--- src/wsts_pkg.sv ---
// shared constants, types and helpers for the work stealing task scheduler
// no dependencies
package wsts_pkg;

   localparam int NUM_CORES   = 4;
   localparam int QUEUE_DEPTH = 16;

   localparam int STORE_DEPTH = NUM_CORES * QUEUE_DEPTH;
   localparam int ADDR_W      = (STORE_DEPTH > 1) ? $clog2(STORE_DEPTH) : 1;
   localparam int PTR_W       = $clog2(QUEUE_DEPTH);
   localparam int CNT_W       = $clog2(QUEUE_DEPTH + 1);
   localparam int SUM_W       = CNT_W + 1;
   localparam int CIDX_W      = (NUM_CORES > 1) ? $clog2(NUM_CORES) : 1;

   localparam int OP_W   = 2;
   localparam int TASK_W = 16;
   localparam int CORE_W = 3;
   localparam int KIND_W = 4;
   localparam int ACT_W  = 4;

   typedef logic [OP_W-1:0]   op_type;
   typedef logic [TASK_W-1:0] task_type;
   typedef logic [CORE_W-1:0] core_type;
   typedef logic [KIND_W-1:0] kind_type;
   typedef logic [ACT_W-1:0]  act_type;
   typedef logic [ADDR_W-1:0] addr_type;
   typedef logic [PTR_W-1:0]  ptr_type;
   typedef logic [CNT_W-1:0]  cnt_type;
   typedef logic [CIDX_W-1:0] cidx_type;

   localparam act_type ACT_RESET = 4'd4;

   localparam op_type OP_ADD   = 2'd0;
   localparam op_type OP_RUN   = 2'd1;
   localparam op_type OP_SLEEP = 2'd2;
   localparam op_type OP_SHUT  = 2'd3;

   localparam kind_type EV_ASSIGNED = 4'd0;
   localparam kind_type EV_RAN      = 4'd1;
   localparam kind_type EV_STOLE    = 4'd2;
   localparam kind_type EV_IDLE     = 4'd3;
   localparam kind_type EV_MOVED    = 4'd4;
   localparam kind_type EV_NOTASKS  = 4'd5;
   localparam kind_type EV_DELETED  = 4'd6;
   localparam kind_type EV_NONE     = 4'd7;
   localparam kind_type EV_FULL     = 4'd8;
   localparam kind_type EV_DROPPED  = 4'd9;

   function automatic addr_type store_addr(input cidx_type core, input ptr_type pos);
      store_addr = addr_type'(core) * addr_type'(QUEUE_DEPTH) + addr_type'(pos);
   endfunction

   function automatic ptr_type push_pos(input ptr_type head);
      push_pos = (head == '0) ? ptr_type'(QUEUE_DEPTH - 1) : head - ptr_type'(1);
   endfunction

   function automatic ptr_type next_pos(input ptr_type head);
      next_pos = (head == ptr_type'(QUEUE_DEPTH - 1)) ? '0 : head + ptr_type'(1);
   endfunction

   function automatic ptr_type back_pos(input ptr_type head, input cnt_type cnt);
      logic [SUM_W-1:0] s;
      s = SUM_W'(head) + SUM_W'(cnt) - SUM_W'(1);
      if (s >= SUM_W'(QUEUE_DEPTH)) begin
         s = s - SUM_W'(QUEUE_DEPTH);
      end
      back_pos = s[PTR_W-1:0];
   endfunction

endpackage

--- src/wsts_ram.sv ---
// generic single port write, single port read ram with registered read
// no dependencies
module wsts_ram #(
   parameter int WIDTH = 16,
   parameter int DEPTH = 64
) (
   input  logic                                   clock,
   input  logic                                   write_enable,
   input  logic [((DEPTH > 1) ? $clog2(DEPTH) : 1)-1:0] write_addr,
   input  logic [WIDTH-1:0]                       write_data,
   input  logic                                   read_enable,
   input  logic [((DEPTH > 1) ? $clog2(DEPTH) : 1)-1:0] read_addr,
   output logic [WIDTH-1:0]                       read_data
);
   logic [WIDTH-1:0] mem_ff [DEPTH];
   logic [WIDTH-1:0] read_data_ff;

   always_ff @(posedge clock) begin
      if (write_enable) begin
         mem_ff[write_addr] <= write_data;
      end
      if (read_enable) begin
         read_data_ff <= mem_ff[read_addr];
      end
   end

   assign read_data = read_data_ff;
endmodule

--- src/wsts_ctrl.sv ---
// command sequencer: deque heads and counts, load scans, task store access
// depends on wsts_pkg, drives one wsts_ram
module wsts_ctrl (
   input  logic              clock,
   input  logic              reset,
   input  wsts_pkg::act_type live_cores,
   input  logic              start,
   output logic              busy,
   input  wsts_pkg::op_type  req_op,
   input  wsts_pkg::task_type req_task_id,
   input  wsts_pkg::core_type req_core_index,
   output logic              ram_we,
   output wsts_pkg::addr_type ram_waddr,
   output wsts_pkg::task_type ram_wdata,
   output logic              ram_re,
   output wsts_pkg::addr_type ram_raddr,
   input  wsts_pkg::task_type ram_rdata,
   output logic              rsp_valid,
   output wsts_pkg::kind_type rsp_event_kind,
   output wsts_pkg::core_type rsp_event_core,
   output wsts_pkg::task_type rsp_event_task,
   output logic              rsp_last_event
);
   import wsts_pkg::*;

   localparam logic [1:0] S_IDLE   = 2'd0;
   localparam logic [1:0] S_DECIDE = 2'd1;
   localparam logic [1:0] S_RESP   = 2'd2;

   logic [1:0] state_ff, state_in;
   op_type     op_ff, op_in;
   task_type   task_ff, task_in;
   core_type   core_ff, core_in;
   kind_type   pend_kind_ff, pend_kind_in;
   cidx_type   pend_core_ff, pend_core_in;
   ptr_type    head_ff [NUM_CORES];
   ptr_type    head_in [NUM_CORES];
   cnt_type    count_ff [NUM_CORES];
   cnt_type    count_in [NUM_CORES];
   logic       valid_ff, valid_in;
   kind_type   kind_ff, kind_in;
   core_type   ecore_ff, ecore_in;
   task_type   etask_ff, etask_in;
   logic       last_ff, last_in;

   cidx_type ci, ll_all, ll_other, most, first_busy;
   logic     ll_found, any_busy, core_ok;

   assign ci      = core_ff[CIDX_W-1:0];
   assign core_ok = ({1'b0, core_ff} < live_cores);

   // load scans over the deque counts
   always_comb begin
      logic fa, fo;
      fa = 1'b0;
      fo = 1'b0;
      ll_all = '0;
      ll_other = '0;
      most = '0;
      first_busy = '0;
      any_busy = 1'b0;
      for (int i = 0; i < NUM_CORES; i++) begin
         if (act_type'(i) < live_cores) begin
            if (!fa || count_ff[i] < count_ff[ll_all]) begin
               ll_all = cidx_type'(i);
               fa = 1'b1;
            end
            if (cidx_type'(i) != ci && (!fo || count_ff[i] < count_ff[ll_other])) begin
               ll_other = cidx_type'(i);
               fo = 1'b1;
            end
            if (count_ff[i] > count_ff[most]) begin
               most = cidx_type'(i);
            end
         end
      end
      for (int i = NUM_CORES - 1; i >= 0; i--) begin
         if (count_ff[i] != '0) begin
            first_busy = cidx_type'(i);
            any_busy = 1'b1;
         end
      end
      ll_found = fo;
   end

   always_comb begin
      state_in = state_ff;
      op_in = op_ff;
      task_in = task_ff;
      core_in = core_ff;
      pend_kind_in = pend_kind_ff;
      pend_core_in = pend_core_ff;
      head_in = head_ff;
      count_in = count_ff;
      valid_in = 1'b0;
      kind_in = kind_ff;
      ecore_in = ecore_ff;
      etask_in = etask_ff;
      last_in = last_ff;
      ram_we = 1'b0;
      ram_waddr = '0;
      ram_wdata = ram_rdata;
      ram_re = 1'b0;
      ram_raddr = '0;
      case (state_ff)
         S_IDLE: begin
            if (start) begin
               op_in = req_op;
               task_in = req_task_id;
               core_in = req_core_index;
               state_in = S_DECIDE;
            end
         end
         S_DECIDE: begin
            state_in = S_IDLE;
            valid_in = 1'b1;
            last_in = 1'b1;
            etask_in = '0;
            ecore_in = core_ff;
            case (op_ff)
               OP_ADD: begin
                  ecore_in = core_type'(ll_all);
                  etask_in = task_ff;
                  if (count_ff[ll_all] == cnt_type'(QUEUE_DEPTH)) begin
                     kind_in = EV_FULL;
                  end else begin
                     kind_in = EV_ASSIGNED;
                     ram_we = 1'b1;
                     ram_waddr = store_addr(ll_all, push_pos(head_ff[ll_all]));
                     ram_wdata = task_ff;
                     head_in[ll_all] = push_pos(head_ff[ll_all]);
                     count_in[ll_all] = count_ff[ll_all] + cnt_type'(1);
                  end
               end
               OP_RUN: begin
                  kind_in = EV_IDLE;
                  if (core_ok && count_ff[ci] != '0) begin
                     valid_in = 1'b0;
                     ram_re = 1'b1;
                     ram_raddr = store_addr(ci, back_pos(head_ff[ci], count_ff[ci]));
                     count_in[ci] = count_ff[ci] - cnt_type'(1);
                     pend_kind_in = EV_RAN;
                     pend_core_in = ci;
                     state_in = S_RESP;
                  end else if (core_ok && count_ff[most] != '0) begin
                     valid_in = 1'b0;
                     ram_re = 1'b1;
                     ram_raddr = store_addr(most, back_pos(head_ff[most], count_ff[most]));
                     count_in[most] = count_ff[most] - cnt_type'(1);
                     pend_kind_in = EV_STOLE;
                     pend_core_in = ci;
                     state_in = S_RESP;
                  end
               end
               OP_SLEEP: begin
                  kind_in = EV_NOTASKS;
                  if (core_ok && count_ff[ci] != '0) begin
                     valid_in = 1'b0;
                     ram_re = 1'b1;
                     ram_raddr = store_addr(ci, head_ff[ci]);
                     head_in[ci] = next_pos(head_ff[ci]);
                     count_in[ci] = count_ff[ci] - cnt_type'(1);
                     pend_kind_in = EV_MOVED;
                     pend_core_in = ci;
                     state_in = S_RESP;
                  end
               end
               default: begin
                  kind_in = EV_NONE;
                  ecore_in = '0;
                  if (any_busy) begin
                     valid_in = 1'b0;
                     ram_re = 1'b1;
                     ram_raddr = store_addr(first_busy,
                                            back_pos(head_ff[first_busy], count_ff[first_busy]));
                     count_in[first_busy] = count_ff[first_busy] - cnt_type'(1);
                     pend_kind_in = EV_DELETED;
                     pend_core_in = first_busy;
                     state_in = S_RESP;
                  end
               end
            endcase
         end
         S_RESP: begin
            valid_in = 1'b1;
            etask_in = ram_rdata;
            ecore_in = core_type'(pend_core_ff);
            kind_in = pend_kind_ff;
            last_in = 1'b1;
            state_in = S_IDLE;
            case (pend_kind_ff)
               EV_STOLE: begin
                  ram_we = 1'b1;
                  ram_waddr = store_addr(pend_core_ff, push_pos(head_ff[pend_core_ff]));
                  head_in[pend_core_ff] = push_pos(head_ff[pend_core_ff]);
                  count_in[pend_core_ff] = count_ff[pend_core_ff] + cnt_type'(1);
               end
               EV_MOVED: begin
                  last_in = (count_ff[ci] == '0);
                  state_in = last_in ? S_IDLE : S_DECIDE;
                  if (!ll_found || count_ff[ll_other] == cnt_type'(QUEUE_DEPTH)) begin
                     kind_in = EV_DROPPED;
                     ecore_in = core_ff;
                  end else begin
                     ecore_in = core_type'(ll_other);
                     ram_we = 1'b1;
                     ram_waddr = store_addr(ll_other, push_pos(head_ff[ll_other]));
                     head_in[ll_other] = push_pos(head_ff[ll_other]);
                     count_in[ll_other] = count_ff[ll_other] + cnt_type'(1);
                  end
               end
               EV_DELETED: begin
                  last_in = !any_busy;
                  state_in = last_in ? S_IDLE : S_DECIDE;
               end
               default: begin
               end
            endcase
         end
         default: begin
            state_in = S_IDLE;
         end
      endcase
   end

   always_ff @(posedge clock) begin
      if (reset) begin
         state_ff <= S_IDLE;
         valid_ff <= 1'b0;
         for (int i = 0; i < NUM_CORES; i++) begin
            head_ff[i] <= '0;
            count_ff[i] <= '0;
         end
      end else begin
         state_ff <= state_in;
         valid_ff <= valid_in;
         head_ff <= head_in;
         count_ff <= count_in;
      end
      op_ff <= op_in;
      task_ff <= task_in;
      core_ff <= core_in;
      pend_kind_ff <= pend_kind_in;
      pend_core_ff <= pend_core_in;
      kind_ff <= kind_in;
      ecore_ff <= ecore_in;
      etask_ff <= etask_in;
      last_ff <= last_in;
   end

   assign busy = (state_ff != S_IDLE);
   assign rsp_valid = valid_ff;
   assign rsp_event_kind = kind_ff;
   assign rsp_event_core = ecore_ff;
   assign rsp_event_task = etask_ff;
   assign rsp_last_event = last_ff;

`ifndef SYNTH
   a_read_then_resp: assert property (@(posedge clock) disable iff (reset)
      ram_re |=> state_ff == S_RESP)
      else $error("store read not followed by response step");
   a_no_read_write: assert property (@(posedge clock) disable iff (reset)
      !(ram_re && ram_we))
      else $error("store read and write in one cycle");
   a_last_idle: assert property (@(posedge clock) disable iff (reset)
      (valid_ff && last_ff) |-> state_ff == S_IDLE)
      else $error("last transfer while still busy");
`endif
endmodule

--- src/work_stealing_task_scheduler_top.sv ---
// top level of the work stealing task scheduler: csr register, sequencer, task store
// depends on wsts_pkg, wsts_ctrl and wsts_ram
//
// A command is taken when start is high and busy is low; busy stays high until the
// last result of that command has been issued. Results come out one per strobe on
// rsp_valid and cannot be stalled; rsp_last_event marks the final one. Every command
// passes a decide step; each task that run, sleep or shutdown takes out of a deque is
// read from the task store and then issued from a response step.
module work_stealing_task_scheduler_top (
   input  logic               clock,
   input  logic               reset,
   input  logic               csr_write_enable,
   input  wsts_pkg::act_type  csr_write_data,
   input  logic               start,
   output logic               busy,
   input  wsts_pkg::op_type   req_op,
   input  wsts_pkg::task_type req_task_id,
   input  wsts_pkg::core_type req_core_index,
   output logic               rsp_valid,
   output wsts_pkg::kind_type rsp_event_kind,
   output wsts_pkg::core_type rsp_event_core,
   output wsts_pkg::task_type rsp_event_task,
   output logic               rsp_last_event
);
   import wsts_pkg::*;

   act_type  active_ff;
   act_type  live;
   logic     ram_we, ram_re;
   addr_type ram_waddr, ram_raddr;
   task_type ram_wdata, ram_rdata;

   always_ff @(posedge clock) begin
      if (reset) begin
         active_ff <= ACT_RESET;
      end else if (csr_write_enable) begin
         active_ff <= csr_write_data;
      end
   end

   always_comb begin
      if (active_ff == '0) begin
         live = act_type'(1);
      end else if (active_ff > act_type'(NUM_CORES)) begin
         live = act_type'(NUM_CORES);
      end else begin
         live = active_ff;
      end
   end

   wsts_ctrl u_ctrl (
      .clock          (clock),
      .reset          (reset),
      .live_cores     (live),
      .start          (start),
      .busy           (busy),
      .req_op         (req_op),
      .req_task_id    (req_task_id),
      .req_core_index (req_core_index),
      .ram_we         (ram_we),
      .ram_waddr      (ram_waddr),
      .ram_wdata      (ram_wdata),
      .ram_re         (ram_re),
      .ram_raddr      (ram_raddr),
      .ram_rdata      (ram_rdata),
      .rsp_valid      (rsp_valid),
      .rsp_event_kind (rsp_event_kind),
      .rsp_event_core (rsp_event_core),
      .rsp_event_task (rsp_event_task),
      .rsp_last_event (rsp_last_event)
   );

   wsts_ram #(
      .WIDTH (TASK_W),
      .DEPTH (STORE_DEPTH)
   ) u_store (
      .clock        (clock),
      .write_enable (ram_we),
      .write_addr   (ram_waddr),
      .write_data   (ram_wdata),
      .read_enable  (ram_re),
      .read_addr    (ram_raddr),
      .read_data    (ram_rdata)
   );
endmodule
--- config.mk ---
export PLATFORM = sky130hd
export DESIGN_NAME = work_stealing_task_scheduler_top
export DESIGN_NICKNAME = d
export VERILOG_FILES = /design/src/wsts_pkg.sv /design/src/wsts_ram.sv /design/src/wsts_ctrl.sv /design/src/work_stealing_task_scheduler_top.sv
export SDC_FILE = /design/constraint.sdc
export NUM_CORES = 2
export LEC_CHECK = 0
export BUFFER_PORTS_ARGS = -buffer_cell sky130_fd_sc_hd__buf_2
export CELL_PAD_IN_SITES_DETAIL_PLACEMENT = 0
export CELL_PAD_IN_SITES_GLOBAL_PLACEMENT = 1
export CORE_ASPECT_RATIO = 1.4
export CORE_MARGIN = 1.5
export CORE_UTILIZATION = 57
export CTS_BUF_LIST = sky130_fd_sc_hd__clkbuf_2 sky130_fd_sc_hd__clkbuf_4 sky130_fd_sc_hd__clkbuf_8
export CTS_CLUSTER_DIAMETER = 40
export DETAILED_ROUTE_END_ITERATION = 8
export PLACE_DENSITY_LB_ADDON = 0.1
export SLEW_MARGIN = 20
export SYNTH_ARGS = -nofsm -noshare
export SYNTH_HDL_FRONTEND = slang
export SYNTH_SLANG_ARGS = --single-unit
export TNS_END_PERCENT = 30
--- constraint.sdc ---
create_clock -name clock -period 20.1 [get_ports clock]
set_input_delay 1.005 -clock clock [delete_from_list [all_inputs] [get_ports clock]]
set_output_delay 1.005 -clock clock [all_outputs]
set_load 0.005 [all_outputs]
==> impl_metrics.toml <==
[status]
status = "complete, but fails checks"
violations = "capacitance limit, slew limit"

[detailed_routing]
drc_errors = 0
first_iter_violations = 5291
antenna_left = 0
wl_mm = 196
routed_via_density = 6.97
drtPass1Iterations = 8
vias = 37700
detail_route.wl_per_cell_um = 36.3

[sta]
period_needed_ns = 12.85
fin_ws_ns = 7.25
setup-tns-final_ns = 0
setup_viol = 0
tightest_slew_ns = 1.53
clock.fmax_mhz = 77.8
relSlewSlack = -0.0325
slew_viol_final = 2
finalHoldViolations = 0
min_period_over_period = 0.639
fin_skew_ns = 0.0563
grt_setup_unrepaired = "no"

[logic_synthesis]
syn_area_um2 = 50800
synth_fp_nets = 4052
ys_types = 90
synth_top_area_share = 0.645
syn_avg_cell_area_um2 = 12.8
synth_area_leader_cell = "edfxtp_1"
synthTopCellsByArea = "edfxtp_1 64%, mux2i_1 5.1%, nand2_1 4.0%"
async_flop_share = 0
ys_seq_area_frac = 0.662
synthesis.yosys.warnings = 0
netlist_instances = 3954
synth_seq_cells = 1133
synth_edf_count = 1090
synth_flop_cell = "edfxtp_1"

[hold_path]
holdCritStartpoint = "req_op[1]"
hp-class = "in2reg"

[clock_tree]
htree_levels = 4
clock_sinks = 1133
ctsResizeCount = 0
ctsHoldBuffers = 0
cts_root_buf = "clkbuf_8"
cts_buffers = 164
cts_tree = "built"
insertion_delay_ns = 0.89
post_cts_buffers = 0
clk_pin_slew_worst_paths_ns = 0.07
cts_max_path_buffers = 3

[grt]
grtUsageTotal = 0.440
first_global_vias = 36700
grt_pass1_wl_mm = 272
grt-ovfl-total = 0
antenna_found_initial = 23
grt_max_degree = 183

[floorplan]
ios = 55
start_util = 0.575
die-height_um = 356
die_area_um2 = 90900
row_count = 129
core-area_um2 = 88300
die_w_um = 255

[worst_setup_path]
cp.required_ns = 20.69
path_common_cell = "ha_1"
crit_slowest_cell = "a211oi_1"
worstPathArrival_ns = 13.44
critPathLaunch = "u_ctrl.count_ff[19]"
path_class = "reg2reg"
crit_path_end_kind = "flip-flop"
cp_slowest_stage_delay_ns = 1.00
crit_path_max_fanout = 152
start_kind = "flip-flop"
r2r_start = "u_ctrl.count_ff[19]"

[finish]
drive_gt1_frac = 0.143
final_cell_mix = "1090 x edfxtp_1, 539 x nand2_1, 383 x a21oi_1, 261 x mux2i_1, 202 x nor2_1"
finalNonFillerCells = 5411
multi_input_area_um2 = 16200
nFillCells = 6405
nets = 4191
syn2layout_area_growth_pct = 11.0
final_common_cell = "edfxtp_1"
regArea_um2 = 33600

[placed_design]
place.gp.congestion = 1.07
dp_cells = 5098
port_buffers = 54
dpl_worst_slack_ns = 7.94
dpl.hpwl_mm = 128

[flow_run]
maxCapViolCount = 1
[layout make-up]
cell class,instances,share of cell area
timing repair buffer,230,0.0291
multi-input combinational,2497,0.287
sequential,1133,0.596
tap,1179,0.0262
clock buffer,215,0.0471
antenna,15,0.000666
clock inverter,75,0.00959
inverter,67,0.00446
[cells in the mapped netlist, drive strengths merged (18+ instances only)]
cell	instances
o221ai	36
a22oi	97
and2	18
buf	67
xnor2	21
nand3	112
o21ai	100
xor2	18
a32oi	40
a211oi	44
dfxtp	43
clkbuf	190
inv	67
mux2	26
o22ai	107
a311o	19
nor2	213
mux2i	261
nand2	541
nor3	43
nand4	26
edfxtp	1090
ha	66
a21oi	387
[stage by stage]
stage	utilization	hold slack [ns]	area, µm²
global placement	0.599	0.546	52900
CTS	0.636	0.242	56100
finish	0.638	0.295	56300
detailed placement	0.600	0.547	52900
floorplan	-	0.485	50800
global route	0.638	0.255	56300
[registers in the layout, summed over array words and instances (netlist names), 4 cells and up]
name	cells
u_store.mem_ff	1024
u_ctrl.count_ff	20
u_ctrl.head_ff	16
u_ctrl.rsp_event_task	16
u_ctrl.task_ff	16
u_store.read_data	16
active_ff	4
u_ctrl.rsp_event_kind	4
[metal layers]
metal	up-vias	GRT usage	part of all wire
li1	15600	-	-
met1	18400	0.439	0.29
met2	2808	0.697	0.47
met3	943	0.160	0.11
met4	16	0.434	0.12
met5	-	0	0.00064
[final timing paths]
check	endpoint	slack, ns	cells after the start
worst max-delay path	u_store.read_data[13]	7.25	30
worst min-delay path	u_ctrl.op_ff[1]	0.29	1
worst max register to register	u_store.read_data[13]	7.25	30
worst min register to register	active_ff[0]	0.56	2
[cell families after synthesis]
logic type | count (synthesis) | share of synthesized area
xor+xnor | 39 | 0.00673
fa+ha+maj | 69 | 0.0174
flops | 1133 | 0.662
simple gates | 1058 | 0.0909
compound gates | 1027 | 0.133
buf+inv | 324 | 0.0251
mux | 304 | 0.0648
[critical path, delay by kind of cell (launching register included)]
kind	cells	cell delay, ns
buffers and inverters	5	2.29
AOI/OAI and AO/OA	12	5.07
muxes	2	1.05
DFF	1	0.62
and+or+nand+nor	7	2.04
adders and majority gates	4	1.23
Power is not shown: default switching activity piles up to over one toggle a cycle in this logic, so the estimate is an artifact.
